$ cat config.mk
export PLATFORM = sky130hd
export DESIGN_NAME = sha1_stream_hash_flat
export DESIGN_NICKNAME = d
export VERILOG_FILES = /design/src/rtl/core/sha1s_pkg.sv /design/src/rtl/core/sha1s_req_if.sv /design/src/rtl/core/sha1s_rsp_if.sv /design/src/rtl/core/sha1s_round_unit.sv /design/src/rtl/core/sha1_stream_hash.sv /design/src/flat_wrapper.sv
export SDC_FILE = /design/constraint.sdc
export NUM_CORES = 2
export LEC_CHECK = 0
export BUFFER_PORTS_ARGS = -buffer_cell sky130_fd_sc_hd__buf_4
export CORE_AREA = 4 4 313 315
export CTS_CLUSTER_SIZE = 16
export DETAILED_ROUTE_END_ITERATION = 10
export DIE_AREA = 0 0 317 319
export GPL_ROUTABILITY_DRIVEN = 0
export PLACE_DENSITY = 0.81
export SYNTH_ARGS = -nofsm -noshare
export SYNTH_HDL_FRONTEND = slang
export SYNTH_SLANG_ARGS = --single-unit
export TNS_END_PERCENT = 5
$ cat constraint.sdc
create_clock -name clock -period 41.9 [get_ports clock]
set_input_delay 4.19 -clock clock [delete_from_list [all_inputs] [get_ports clock]]
set_output_delay 4.19 -clock clock [all_outputs]
set_load 0.005 [all_outputs]
$ cat src/rtl/core/sha1s_pkg.sv
package sha1s_pkg;

   localparam int NUM_WORDS  = 5;
   localparam int NUM_ROUNDS = 80;

   localparam logic [6:0] LAST_ROUND = 7'(NUM_ROUNDS - 1);

   localparam logic [NUM_WORDS-1:0][31:0] CHAIN_INIT = {
      32'hC3D2E1F0, 32'h10325476, 32'h98BADCFE, 32'hEFCDAB89, 32'h67452301
   };

   localparam logic [7:0] PAD_MARKER = 8'h80;

   // control from the byte sequencer to the round unit
   typedef struct packed {
      logic        start;
      logic        init;
      logic [31:0] word;
   } ctrl_type;

   // status from the round unit back to the sequencer
   typedef struct packed {
      logic rounding;
      logic done;
   } stat_type;

   function automatic logic [31:0] round_const(input logic [6:0] rnd);
      logic [31:0] k;
      if (rnd < 7'd20) begin
         k = 32'h5A827999;
      end else if (rnd < 7'd40) begin
         k = 32'h6ED9EBA1;
      end else if (rnd < 7'd60) begin
         k = 32'h8F1BBCDC;
      end else begin
         k = 32'hCA62C1D6;
      end
      return k;
   endfunction

endpackage

$ cat src/rtl/core/sha1s_req_if.sv
interface sha1s_req_if;
   logic       valid;
   logic       ready;
   logic [7:0] data_byte;
   logic       has_byte;
   logic       final_req;

   modport source (output valid, output data_byte, output has_byte, output final_req,
                   input ready);
   modport sink (input valid, input data_byte, input has_byte, input final_req,
                 output ready);
endinterface

$ cat src/rtl/core/sha1s_rsp_if.sv
interface sha1s_rsp_if;
   logic        valid;
   logic        ready;
   logic [31:0] digest_word;
   logic [2:0]  word_index;
   logic        last_word;

   modport source (output valid, output digest_word, output word_index, output last_word,
                   input ready);
   modport sink (input valid, input digest_word, input word_index, input last_word,
                 output ready);
endinterface

$ cat src/rtl/core/sha1s_round_unit.sv
module sha1s_round_unit (
   input  logic                                        clock,
   input  logic                                        reset,
   input  sha1s_pkg::ctrl_type                         ctrl,
   output sha1s_pkg::stat_type                         stat,
   output logic [sha1s_pkg::NUM_WORDS-1:0][31:0]       chain_word
);

   typedef enum logic [2:0] {
      RU_IDLE  = 3'b001,
      RU_ROUND = 3'b010,
      RU_SUM   = 3'b100
   } ru_state_type;

   ru_state_type state_ff;
   logic [6:0]   rnd_ff;
   logic [31:0]  a_ff, b_ff, c_ff, d_ff, e_ff;
   logic [sha1s_pkg::NUM_WORDS-1:0][31:0] chain_ff;

   logic [31:0] f_val;
   logic [31:0] t_val;

   always_comb begin
      if (rnd_ff < 7'd20) begin
         f_val = (b_ff & c_ff) | (~b_ff & d_ff);
      end else if (rnd_ff >= 7'd40 && rnd_ff < 7'd60) begin
         f_val = (b_ff & c_ff) | (b_ff & d_ff) | (c_ff & d_ff);
      end else begin
         f_val = b_ff ^ c_ff ^ d_ff;
      end
      t_val = {a_ff[26:0], a_ff[31:27]} + f_val + e_ff
            + sha1s_pkg::round_const(rnd_ff) + ctrl.word;
   end

   assign stat.rounding = (state_ff == RU_ROUND);
   assign stat.done     = (state_ff == RU_SUM);
   assign chain_word    = chain_ff;

   always_ff @(posedge clock) begin
      if (reset) begin
         state_ff <= RU_IDLE;
         rnd_ff   <= '0;
         chain_ff <= sha1s_pkg::CHAIN_INIT;
      end else begin
         case (state_ff)
            RU_IDLE: begin
               if (ctrl.init) begin
                  chain_ff <= sha1s_pkg::CHAIN_INIT;
               end
               if (ctrl.start) begin
                  a_ff     <= chain_ff[0];
                  b_ff     <= chain_ff[1];
                  c_ff     <= chain_ff[2];
                  d_ff     <= chain_ff[3];
                  e_ff     <= chain_ff[4];
                  rnd_ff   <= '0;
                  state_ff <= RU_ROUND;
               end
            end
            RU_ROUND: begin
               a_ff   <= t_val;
               b_ff   <= a_ff;
               c_ff   <= {b_ff[1:0], b_ff[31:2]};
               d_ff   <= c_ff;
               e_ff   <= d_ff;
               rnd_ff <= rnd_ff + 7'd1;
               if (rnd_ff == sha1s_pkg::LAST_ROUND) begin
                  state_ff <= RU_SUM;
               end
            end
            RU_SUM: begin
               chain_ff[0] <= chain_ff[0] + a_ff;
               chain_ff[1] <= chain_ff[1] + b_ff;
               chain_ff[2] <= chain_ff[2] + c_ff;
               chain_ff[3] <= chain_ff[3] + d_ff;
               chain_ff[4] <= chain_ff[4] + e_ff;
               state_ff    <= RU_IDLE;
            end
            default: begin
               state_ff <= RU_IDLE;
            end
         endcase
      end
   end

endmodule

$ cat src/rtl/core/sha1_stream_hash.sv
// sha1 digest over a byte stream
// req_bus carries one item per handshake: data_byte with has_byte, and final_req
// to close the message. bytes are packed big-endian into a 64-byte block and a
// 64-bit bit count runs alongside (it wraps at 2^64).
// a plain byte item is shifted into the block and counted. the item that fills a
// block starts the round unit: 80 rounds at one per cycle, then the chain sum;
// req_bus.ready stays low throughout.
// a final item pads one byte per cycle (0x80, zeros, 8 length bytes) through
// one or two block compressions, then rsp_bus shows the five digest words,
// index 0 first, last_word on index 4.
// rsp_bus holds each word until it is taken; while the receiver stalls, the
// block waits and accepts no new item. after the last word the chain, length
// and fill return to their initial values and req_bus.ready rises again.
// reset (synchronous, active high) puts the block idle and loads the sha1
// initial chain; no clearing pass is needed since every block byte is rewritten
module sha1_stream_hash (
   input  logic        clock,
   input  logic        reset,
   sha1s_req_if.sink   req_bus,
   sha1s_rsp_if.source rsp_bus
);

   typedef enum logic [3:0] {
      ST_IDLE = 4'b0001,
      ST_HASH = 4'b0010,
      ST_PAD  = 4'b0100,
      ST_EMIT = 4'b1000
   } state_type;

   localparam logic [5:0] LAST_FILL = 6'd63;
   localparam logic [5:0] LEN_FILL  = 6'd56;
   localparam logic [2:0] LAST_IDX  = 3'(sha1s_pkg::NUM_WORDS - 1);

   state_type    state_ff, state_in;
   logic [511:0] blk_ff, blk_in;        // block bytes, doubles as schedule line
   logic [5:0]   fill_ff, fill_in;
   logic [63:0]  len_ff, len_in;
   logic         fin_pend_ff, fin_pend_in;
   logic         mark_done_ff, mark_done_in;
   logic         len_phase_ff, len_phase_in;
   logic [2:0]   emit_idx_ff, emit_idx_in;

   sha1s_pkg::ctrl_type ctrl;
   sha1s_pkg::stat_type stat;
   logic [sha1s_pkg::NUM_WORDS-1:0][31:0] chain_word;

   logic [7:0]  pad_byte;
   logic [31:0] sched_mix;
   logic [31:0] sched_word;
   logic        start;
   logic        init;

   sha1s_round_unit u_round (
      .clock      (clock),
      .reset      (reset),
      .ctrl       (ctrl),
      .stat       (stat),
      .chain_word (chain_word)
   );

   // round t uses word 0 of the line, word 16 is formed from words 13, 8, 2, 0
   assign sched_mix  = blk_ff[95:64] ^ blk_ff[255:224] ^ blk_ff[447:416] ^ blk_ff[511:480];
   assign sched_word = {sched_mix[30:0], sched_mix[31]};

   assign ctrl.start = start;
   assign ctrl.init  = init;
   assign ctrl.word  = blk_ff[511:480];

   // padding byte: marker first, then zeros up to the length field, then the length bytes
   always_comb begin
      if (!mark_done_ff) begin
         pad_byte = sha1s_pkg::PAD_MARKER;
      end else if (len_phase_ff || fill_ff == LEN_FILL) begin
         pad_byte = len_ff[{3'd7 - fill_ff[2:0], 3'b000} +: 8];
      end else begin
         pad_byte = 8'h00;
      end
   end

   assign req_bus.ready       = (state_ff == ST_IDLE);
   assign rsp_bus.valid       = (state_ff == ST_EMIT);
   assign rsp_bus.digest_word = chain_word[emit_idx_ff];
   assign rsp_bus.word_index  = emit_idx_ff;
   assign rsp_bus.last_word   = (emit_idx_ff == LAST_IDX);

   always_comb begin
      state_in     = state_ff;
      blk_in       = blk_ff;
      fill_in      = fill_ff;
      len_in       = len_ff;
      fin_pend_in  = fin_pend_ff;
      mark_done_in = mark_done_ff;
      len_phase_in = len_phase_ff;
      emit_idx_in  = emit_idx_ff;
      start        = 1'b0;
      init         = 1'b0;
      case (state_ff)
         ST_IDLE: begin
            if (req_bus.valid) begin
               fin_pend_in = req_bus.final_req;
               if (req_bus.has_byte) begin
                  blk_in  = {blk_ff[503:0], req_bus.data_byte};
                  fill_in = fill_ff + 6'd1;
                  len_in  = len_ff + 64'd8;
               end
               // a full block is compressed before any padding
               if (req_bus.has_byte && fill_ff == LAST_FILL) begin
                  start    = 1'b1;
                  state_in = ST_HASH;
               end else if (req_bus.final_req) begin
                  state_in = ST_PAD;
               end
            end
         end
         ST_PAD: begin
            blk_in       = {blk_ff[503:0], pad_byte};
            fill_in      = fill_ff + 6'd1;
            mark_done_in = 1'b1;
            if (mark_done_ff && fill_ff == LEN_FILL) begin
               len_phase_in = 1'b1;
            end
            if (fill_ff == LAST_FILL) begin
               start    = 1'b1;
               state_in = ST_HASH;
            end
         end
         ST_HASH: begin
            if (stat.rounding) begin
               blk_in = {blk_ff[479:0], sched_word};
            end
            if (stat.done) begin
               if (len_phase_ff) begin
                  state_in = ST_EMIT;
               end else if (fin_pend_ff) begin
                  state_in = ST_PAD;
               end else begin
                  state_in = ST_IDLE;
               end
            end
         end
         ST_EMIT: begin
            if (rsp_bus.ready) begin
               if (emit_idx_ff == LAST_IDX) begin
                  // digest delivered: back to the empty message
                  init         = 1'b1;
                  state_in     = ST_IDLE;
                  len_in       = '0;
                  fill_in      = '0;
                  fin_pend_in  = 1'b0;
                  mark_done_in = 1'b0;
                  len_phase_in = 1'b0;
                  emit_idx_in  = '0;
               end else begin
                  emit_idx_in = emit_idx_ff + 3'd1;
               end
            end
         end
         default: begin
            state_in = ST_IDLE;
         end
      endcase
   end

   always_ff @(posedge clock) begin
      if (reset) begin
         state_ff     <= ST_IDLE;
         fill_ff      <= '0;
         len_ff       <= '0;
         fin_pend_ff  <= 1'b0;
         mark_done_ff <= 1'b0;
         len_phase_ff <= 1'b0;
         emit_idx_ff  <= '0;
      end else begin
         state_ff     <= state_in;
         fill_ff      <= fill_in;
         len_ff       <= len_in;
         fin_pend_ff  <= fin_pend_in;
         mark_done_ff <= mark_done_in;
         len_phase_ff <= len_phase_in;
         emit_idx_ff  <= emit_idx_in;
      end
   end

   always_ff @(posedge clock) begin
      blk_ff <= blk_in;
   end

endmodule
$ cat src/flat_wrapper.sv
// flat-port wrapper written by rule: the top's interface ports become plain ports
module sha1_stream_hash_flat 
  (clock, reset, req_bus_valid, req_bus_data_byte, req_bus_has_byte, req_bus_final_req, req_bus_ready, rsp_bus_valid, rsp_bus_digest_word, rsp_bus_word_index, rsp_bus_last_word, rsp_bus_ready);
  sha1s_req_if req_bus_i ();
  sha1s_rsp_if rsp_bus_i ();
  input  logic clock;
  input  logic reset;
  input wire logic [$bits(req_bus_i.valid)-1:0] req_bus_valid;
  input wire logic [$bits(req_bus_i.data_byte)-1:0] req_bus_data_byte;
  input wire logic [$bits(req_bus_i.has_byte)-1:0] req_bus_has_byte;
  input wire logic [$bits(req_bus_i.final_req)-1:0] req_bus_final_req;
  output wire logic [$bits(req_bus_i.ready)-1:0] req_bus_ready;
  output wire logic [$bits(rsp_bus_i.valid)-1:0] rsp_bus_valid;
  output wire logic [$bits(rsp_bus_i.digest_word)-1:0] rsp_bus_digest_word;
  output wire logic [$bits(rsp_bus_i.word_index)-1:0] rsp_bus_word_index;
  output wire logic [$bits(rsp_bus_i.last_word)-1:0] rsp_bus_last_word;
  input wire logic [$bits(rsp_bus_i.ready)-1:0] rsp_bus_ready;
  assign req_bus_i.valid = req_bus_valid;
  assign req_bus_i.data_byte = req_bus_data_byte;
  assign req_bus_i.has_byte = req_bus_has_byte;
  assign req_bus_i.final_req = req_bus_final_req;
  assign req_bus_ready = req_bus_i.ready;
  assign rsp_bus_valid = rsp_bus_i.valid;
  assign rsp_bus_digest_word = rsp_bus_i.digest_word;
  assign rsp_bus_word_index = rsp_bus_i.word_index;
  assign rsp_bus_last_word = rsp_bus_i.last_word;
  assign rsp_bus_i.ready = rsp_bus_ready;
  sha1_stream_hash u_core (.clock(clock), .reset(reset), .req_bus(req_bus_i), .rsp_bus(rsp_bus_i));
endmodule
==> impl_summary.log <==
INFO  metric outcome = finished clean
INFO  metric post_route_cells_drive_above_1_share = 5.79%
INFO  metric antenna_found_initial = 2
INFO  metric ctsHtreeMaxLevel = 3
INFO  metric placement_setup_slack = 33.11 ns
INFO  metric part_of_the_yosys_area_used_for_sequential_elements = 47.4%
INFO  metric final_core_utilization = 60.6%
INFO  metric synth.cell_area = 53000 sq um
INFO  metric multi_input_area = 25700 sq um
INFO  metric postLayoutCellArea = 57500 sq um
INFO  metric antenna_left = 0
INFO  metric grt_max_degree = 213
INFO  metric die-area = 101000 sq um
INFO  metric cts.hold.buffers_added = 0
INFO  metric drc = 0
INFO  metric critPathLaunch = req_bus_valid
INFO  metric irDropWorstVdd = 0.000135 V
INFO  metric rsz0062_at_grt = no
INFO  metric avgRoutedWirePerCell = 19.0 um
INFO  metric synth.distinct_cells = 80
INFO  metric maxCapViolCount = 0
INFO  metric detailroute.via_count = 41600
INFO  metric hp-class = register to register
INFO  metric height_of_the_chip = 319 um
INFO  metric area_growth_syn_to_layout = 8.45%
INFO  metric final_setup_viols = 0
INFO  metric drt_first_iter_violations = 5058
INFO  metric power.density_cell_area = 56.9 nW/um^2
INFO  metric drt-vias-per-instance = 5.88
INFO  metric worstSetupStartpointType = input pin
INFO  metric tightest_slew = 1.17 ns
INFO  metric number_of_enable_flip_flop_cells_after_synthesis = 672
INFO  metric timing.critical_path.required = 42.20 ns
INFO  metric worst_skew_late_latency = 0.70 ns
INFO  metric fmax = 0.125 GHz
INFO  metric io_pins = 52
INFO  metric final_hold_viol_count = 0
INFO  metric timing_max_transition_violations_final = 0
INFO  metric relSlewSlack = 21.3%
INFO  metric final_min_period_over_clock_period = 19.1%
INFO  metric worstPathArrival = 8.31 ns
INFO  metric setup_ws = 33.89 ns
INFO  metric initial_utilization = 55.9%
INFO  metric placement.io_buffers = 51
INFO  metric grt_first_pass_wirelength = 212 mm
INFO  metric globalRouteTotalUtil = 26.1%
INFO  metric min-delay-start = u_core.rsp_bus.word_index[1]$_SDFFE_PP0P_
INFO  metric timing_worst_setup_path_type = input pin to register
INFO  metric n_antenna_cell = 0
INFO  metric detailed_placement_wirelength_estimate = 91.2 mm
INFO  metric fillCellCount = 7629
INFO  metric post-cts-setup-buffers = 0
INFO  metric worst_r2r_startpoint = u_core.u_round.rnd_ff[3]$_SDFFE_PP0P_
INFO  metric grt_pass1_vias = 39800
INFO  metric p_leak = 24.1 nW
INFO  metric fin_skew = 0.0400 ns
INFO  metric global_route.overflow_total = 0
INFO  metric synthesis.yosys.warnings = 0
INFO  metric cts.clk_slew.worst_paths = 0.06 ns
INFO  metric post_cts_resized = 0
INFO  metric cts_made_buffers = 97
INFO  metric cts_sinks = 919
INFO  metric layout.nets = 6066
INFO  metric path_max_fanout = 89
INFO  metric postSynth.topFlopCell = sky130_fd_sc_hd__edfxtp_1
INFO  metric synthArstFlopShare = 0%
INFO  metric netlist_instances = 5801
INFO  metric floorplan.die.width = 317 um
INFO  metric synth.net_count = 6139
INFO  metric num_rows = 113
INFO  metric tritoncts_clock_tree = built
INFO  metric floorplan.core_area = 94900 sq um
INFO  metric worst_setup_path_end_kind = register
INFO  metric min_period = 8.01 ns
INFO  metric postRouteWirelength = 134 mm
INFO  metric root_buffer = sky130_fd_sc_hd__clkbuf_16
INFO  metric sequential_cell_area = 25100 sq um
INFO  metric max-clock-path-buffers = 3
INFO  metric total_negative_setup_slack = 0 ns
INFO  metric placement_cell_area = 54400 sq um
INFO  metric detail_route.first_pass.iterations = 10
INFO  metric syn_avg_cell_area = 9.14 sq um
INFO  metric synth-seq-cells = 919
metrics by stage:
stage,hold WS (ns),power [mW],cells
after floorplan,0.446,2.43,5801
after global placement,0.465,2.38,6894
after detailed placement,0.475,2.42,6894
after CTS,0.484,3.28,7071
after global routing,0.513,3.45,7071
final,0.477,3.27,7071
cell families (layout without fill, tap and decap cells):
family / after synthesis / after routing / share of synthesized area (%)
DFF: 919 / 919 / 47.4
AOI/OAI and AO/OA: 931 / 931 / 10.8
and+or+nand+nor: 2654 / 2654 / 20.5
xor gates and xnor gates: 292 / 292 / 4.82
buffers and inverters: 594 / 599 / 4.26
adders and majority gates: 324 / 324 / 9.42
muxes: 87 / 87 / 2.76
where the power goes:
part / switching, mW / internal (mW) / leakage, nW
combinational: 0.513 / 0.282 / 14.2
sequential: 0.192 / 1.44 / 8.41
clock: 0.373 / 0.474 / 1.50
total: 1.08 / 2.19 / 24.1
flip-flops by register name, summed over array words and instances (netlist names):
signal,count
u_core.blk_ff,512
u_core.u_round.chain_word,160
u_core.len_ff,61
u_core.u_round.a_ff,32
u_core.u_round.b_ff,32
u_core.u_round.c_ff,32
u_core.u_round.d_ff,32
u_core.u_round.e_ff,32
u_core.u_round.rnd_ff,7
u_core.fill_ff,6
u_core.state_ff,4
u_core.rsp_bus.word_index,3
u_core.u_round.state_ff,3
u_core.fin_pend_ff,1
u_core.len_phase_ff,1
u_core.mark_done_ff,1
cell type report:
type / count / area share [%]
Multi-Input combinational cell: 4288 / 44.7
Sequential cell: 919 / 43.7
Clock buffer: 129 / 4.50
Tap cell: 1265 / 2.75
Inverter: 329 / 2.16
Timing Repair Buffer: 93 / 1.28
Clock inverter: 48 / 0.875
layer usage:
metal | wire length (um) | GRT usage, %
met1 | 54200 | 36.1
met5 | 11 | 0
met3 | 13100 | 4.83
met4 | 4970 | 9.39
met2 | 62200 | 41.5
placed cells by master, fill, tap and decap left out, drive strengths merged, types with 7 or more instances in the layout:
| cell | count |
|---|---|
| inv | 330 |
| mux2i | 20 |
| o21ai | 302 |
| clkinv | 40 |
| nor4b | 7 |
| and3 | 28 |
| a221oi | 8 |
| nand3b | 9 |
| nand2 | 2022 |
| edfxtp | 672 |
| buf | 93 |
| o31ai | 13 |
| dfxtp | 247 |
| a211o | 7 |
| nand4 | 30 |
| or3 | 37 |
| o21a | 25 |
| xnor2 | 186 |
| ha | 199 |
| o21bai | 28 |
| xor2 | 106 |
| a21oi | 219 |
| a22oi | 44 |
| a211oi | 30 |
| and4 | 9 |
| a31o | 7 |
| o211ai | 15 |
| fa | 125 |
| nand2b | 73 |
| clkbuf | 129 |
| nand3 | 74 |
| mux4 | 45 |
| a31oi | 30 |
| mux2 | 22 |
| a21o | 92 |
| nor3 | 48 |
| o22ai | 50 |
| nor2b | 21 |
| nor2 | 265 |
| a2111oi | 8 |
cells in the mapped netlist (8+ instances only):
cell type                  count  area share [%]
sky130_fd_sc_hd__a211oi_1     30            0.42
sky130_fd_sc_hd__a21o_1       92             1.3
sky130_fd_sc_hd__a21oi_1     218             2.1
sky130_fd_sc_hd__a221oi_1      8            0.13
sky130_fd_sc_hd__a22oi_1      44            0.62
sky130_fd_sc_hd__a31oi_1      30            0.35
sky130_fd_sc_hd__and3_1       28            0.33
sky130_fd_sc_hd__and4_1        9            0.15
sky130_fd_sc_hd__buf_1        13           0.092
sky130_fd_sc_hd__clkbuf_1    247             1.7
sky130_fd_sc_hd__dfxtp_1     247             9.3
sky130_fd_sc_hd__edfxtp_1    672              38
sky130_fd_sc_hd__fa_1        125             4.7
sky130_fd_sc_hd__ha_1        199             4.7
sky130_fd_sc_hd__inv_1       328             2.3
sky130_fd_sc_hd__mux2_2       22            0.47
sky130_fd_sc_hd__mux2i_1      20            0.38
sky130_fd_sc_hd__mux4_2       45             1.9
sky130_fd_sc_hd__nand2_1    2020              14
sky130_fd_sc_hd__nand2b_1     73            0.86
sky130_fd_sc_hd__nand3_1      74            0.70
sky130_fd_sc_hd__nand3b_1      9            0.13
sky130_fd_sc_hd__nand4_1      29            0.34
sky130_fd_sc_hd__nor2_1      265             1.9
sky130_fd_sc_hd__nor2b_1      21            0.25
sky130_fd_sc_hd__nor3_1       47            0.44
sky130_fd_sc_hd__o211ai_1     15            0.21
sky130_fd_sc_hd__o21a_1       25            0.35
sky130_fd_sc_hd__o21ai_0     300             2.8
sky130_fd_sc_hd__o21bai_1     28            0.40
sky130_fd_sc_hd__o22ai_1      50            0.59
sky130_fd_sc_hd__o31ai_1      13            0.18
sky130_fd_sc_hd__or3_1        36            0.42
sky130_fd_sc_hd__xnor2_1     186             3.1
sky130_fd_sc_hd__xor2_1      106             1.8
path summary, 6_finish.rpt:
kind,slack [ns],to,cells after the start
worst max-delay path,33.89,u_core.blk_ff[20]$_DFFE_PP_,7
worst min-delay path,0.48,u_core.rsp_bus.word_index[1]$_SDFFE_PP0P_,2
worst max register to register,34.49,u_core.u_round.a_ff[31]$_DFFE_PP_,22
worst min register to register,0.48,u_core.rsp_bus.word_index[1]$_SDFFE_PP0P_,2
critical path, stage by stage:
cell and delay (ns):
sky130_fd_sc_hd__buf_4 0.12, sky130_fd_sc_hd__nand2_1 0.10, sky130_fd_sc_hd__a221oi_4 0.22, sky130_fd_sc_hd__buf_4 0.81
sky130_fd_sc_hd__buf_4 0.84, sky130_fd_sc_hd__buf_4 0.95, sky130_fd_sc_hd__buf_4 0.97
Power figures use the tool's default switching activity.
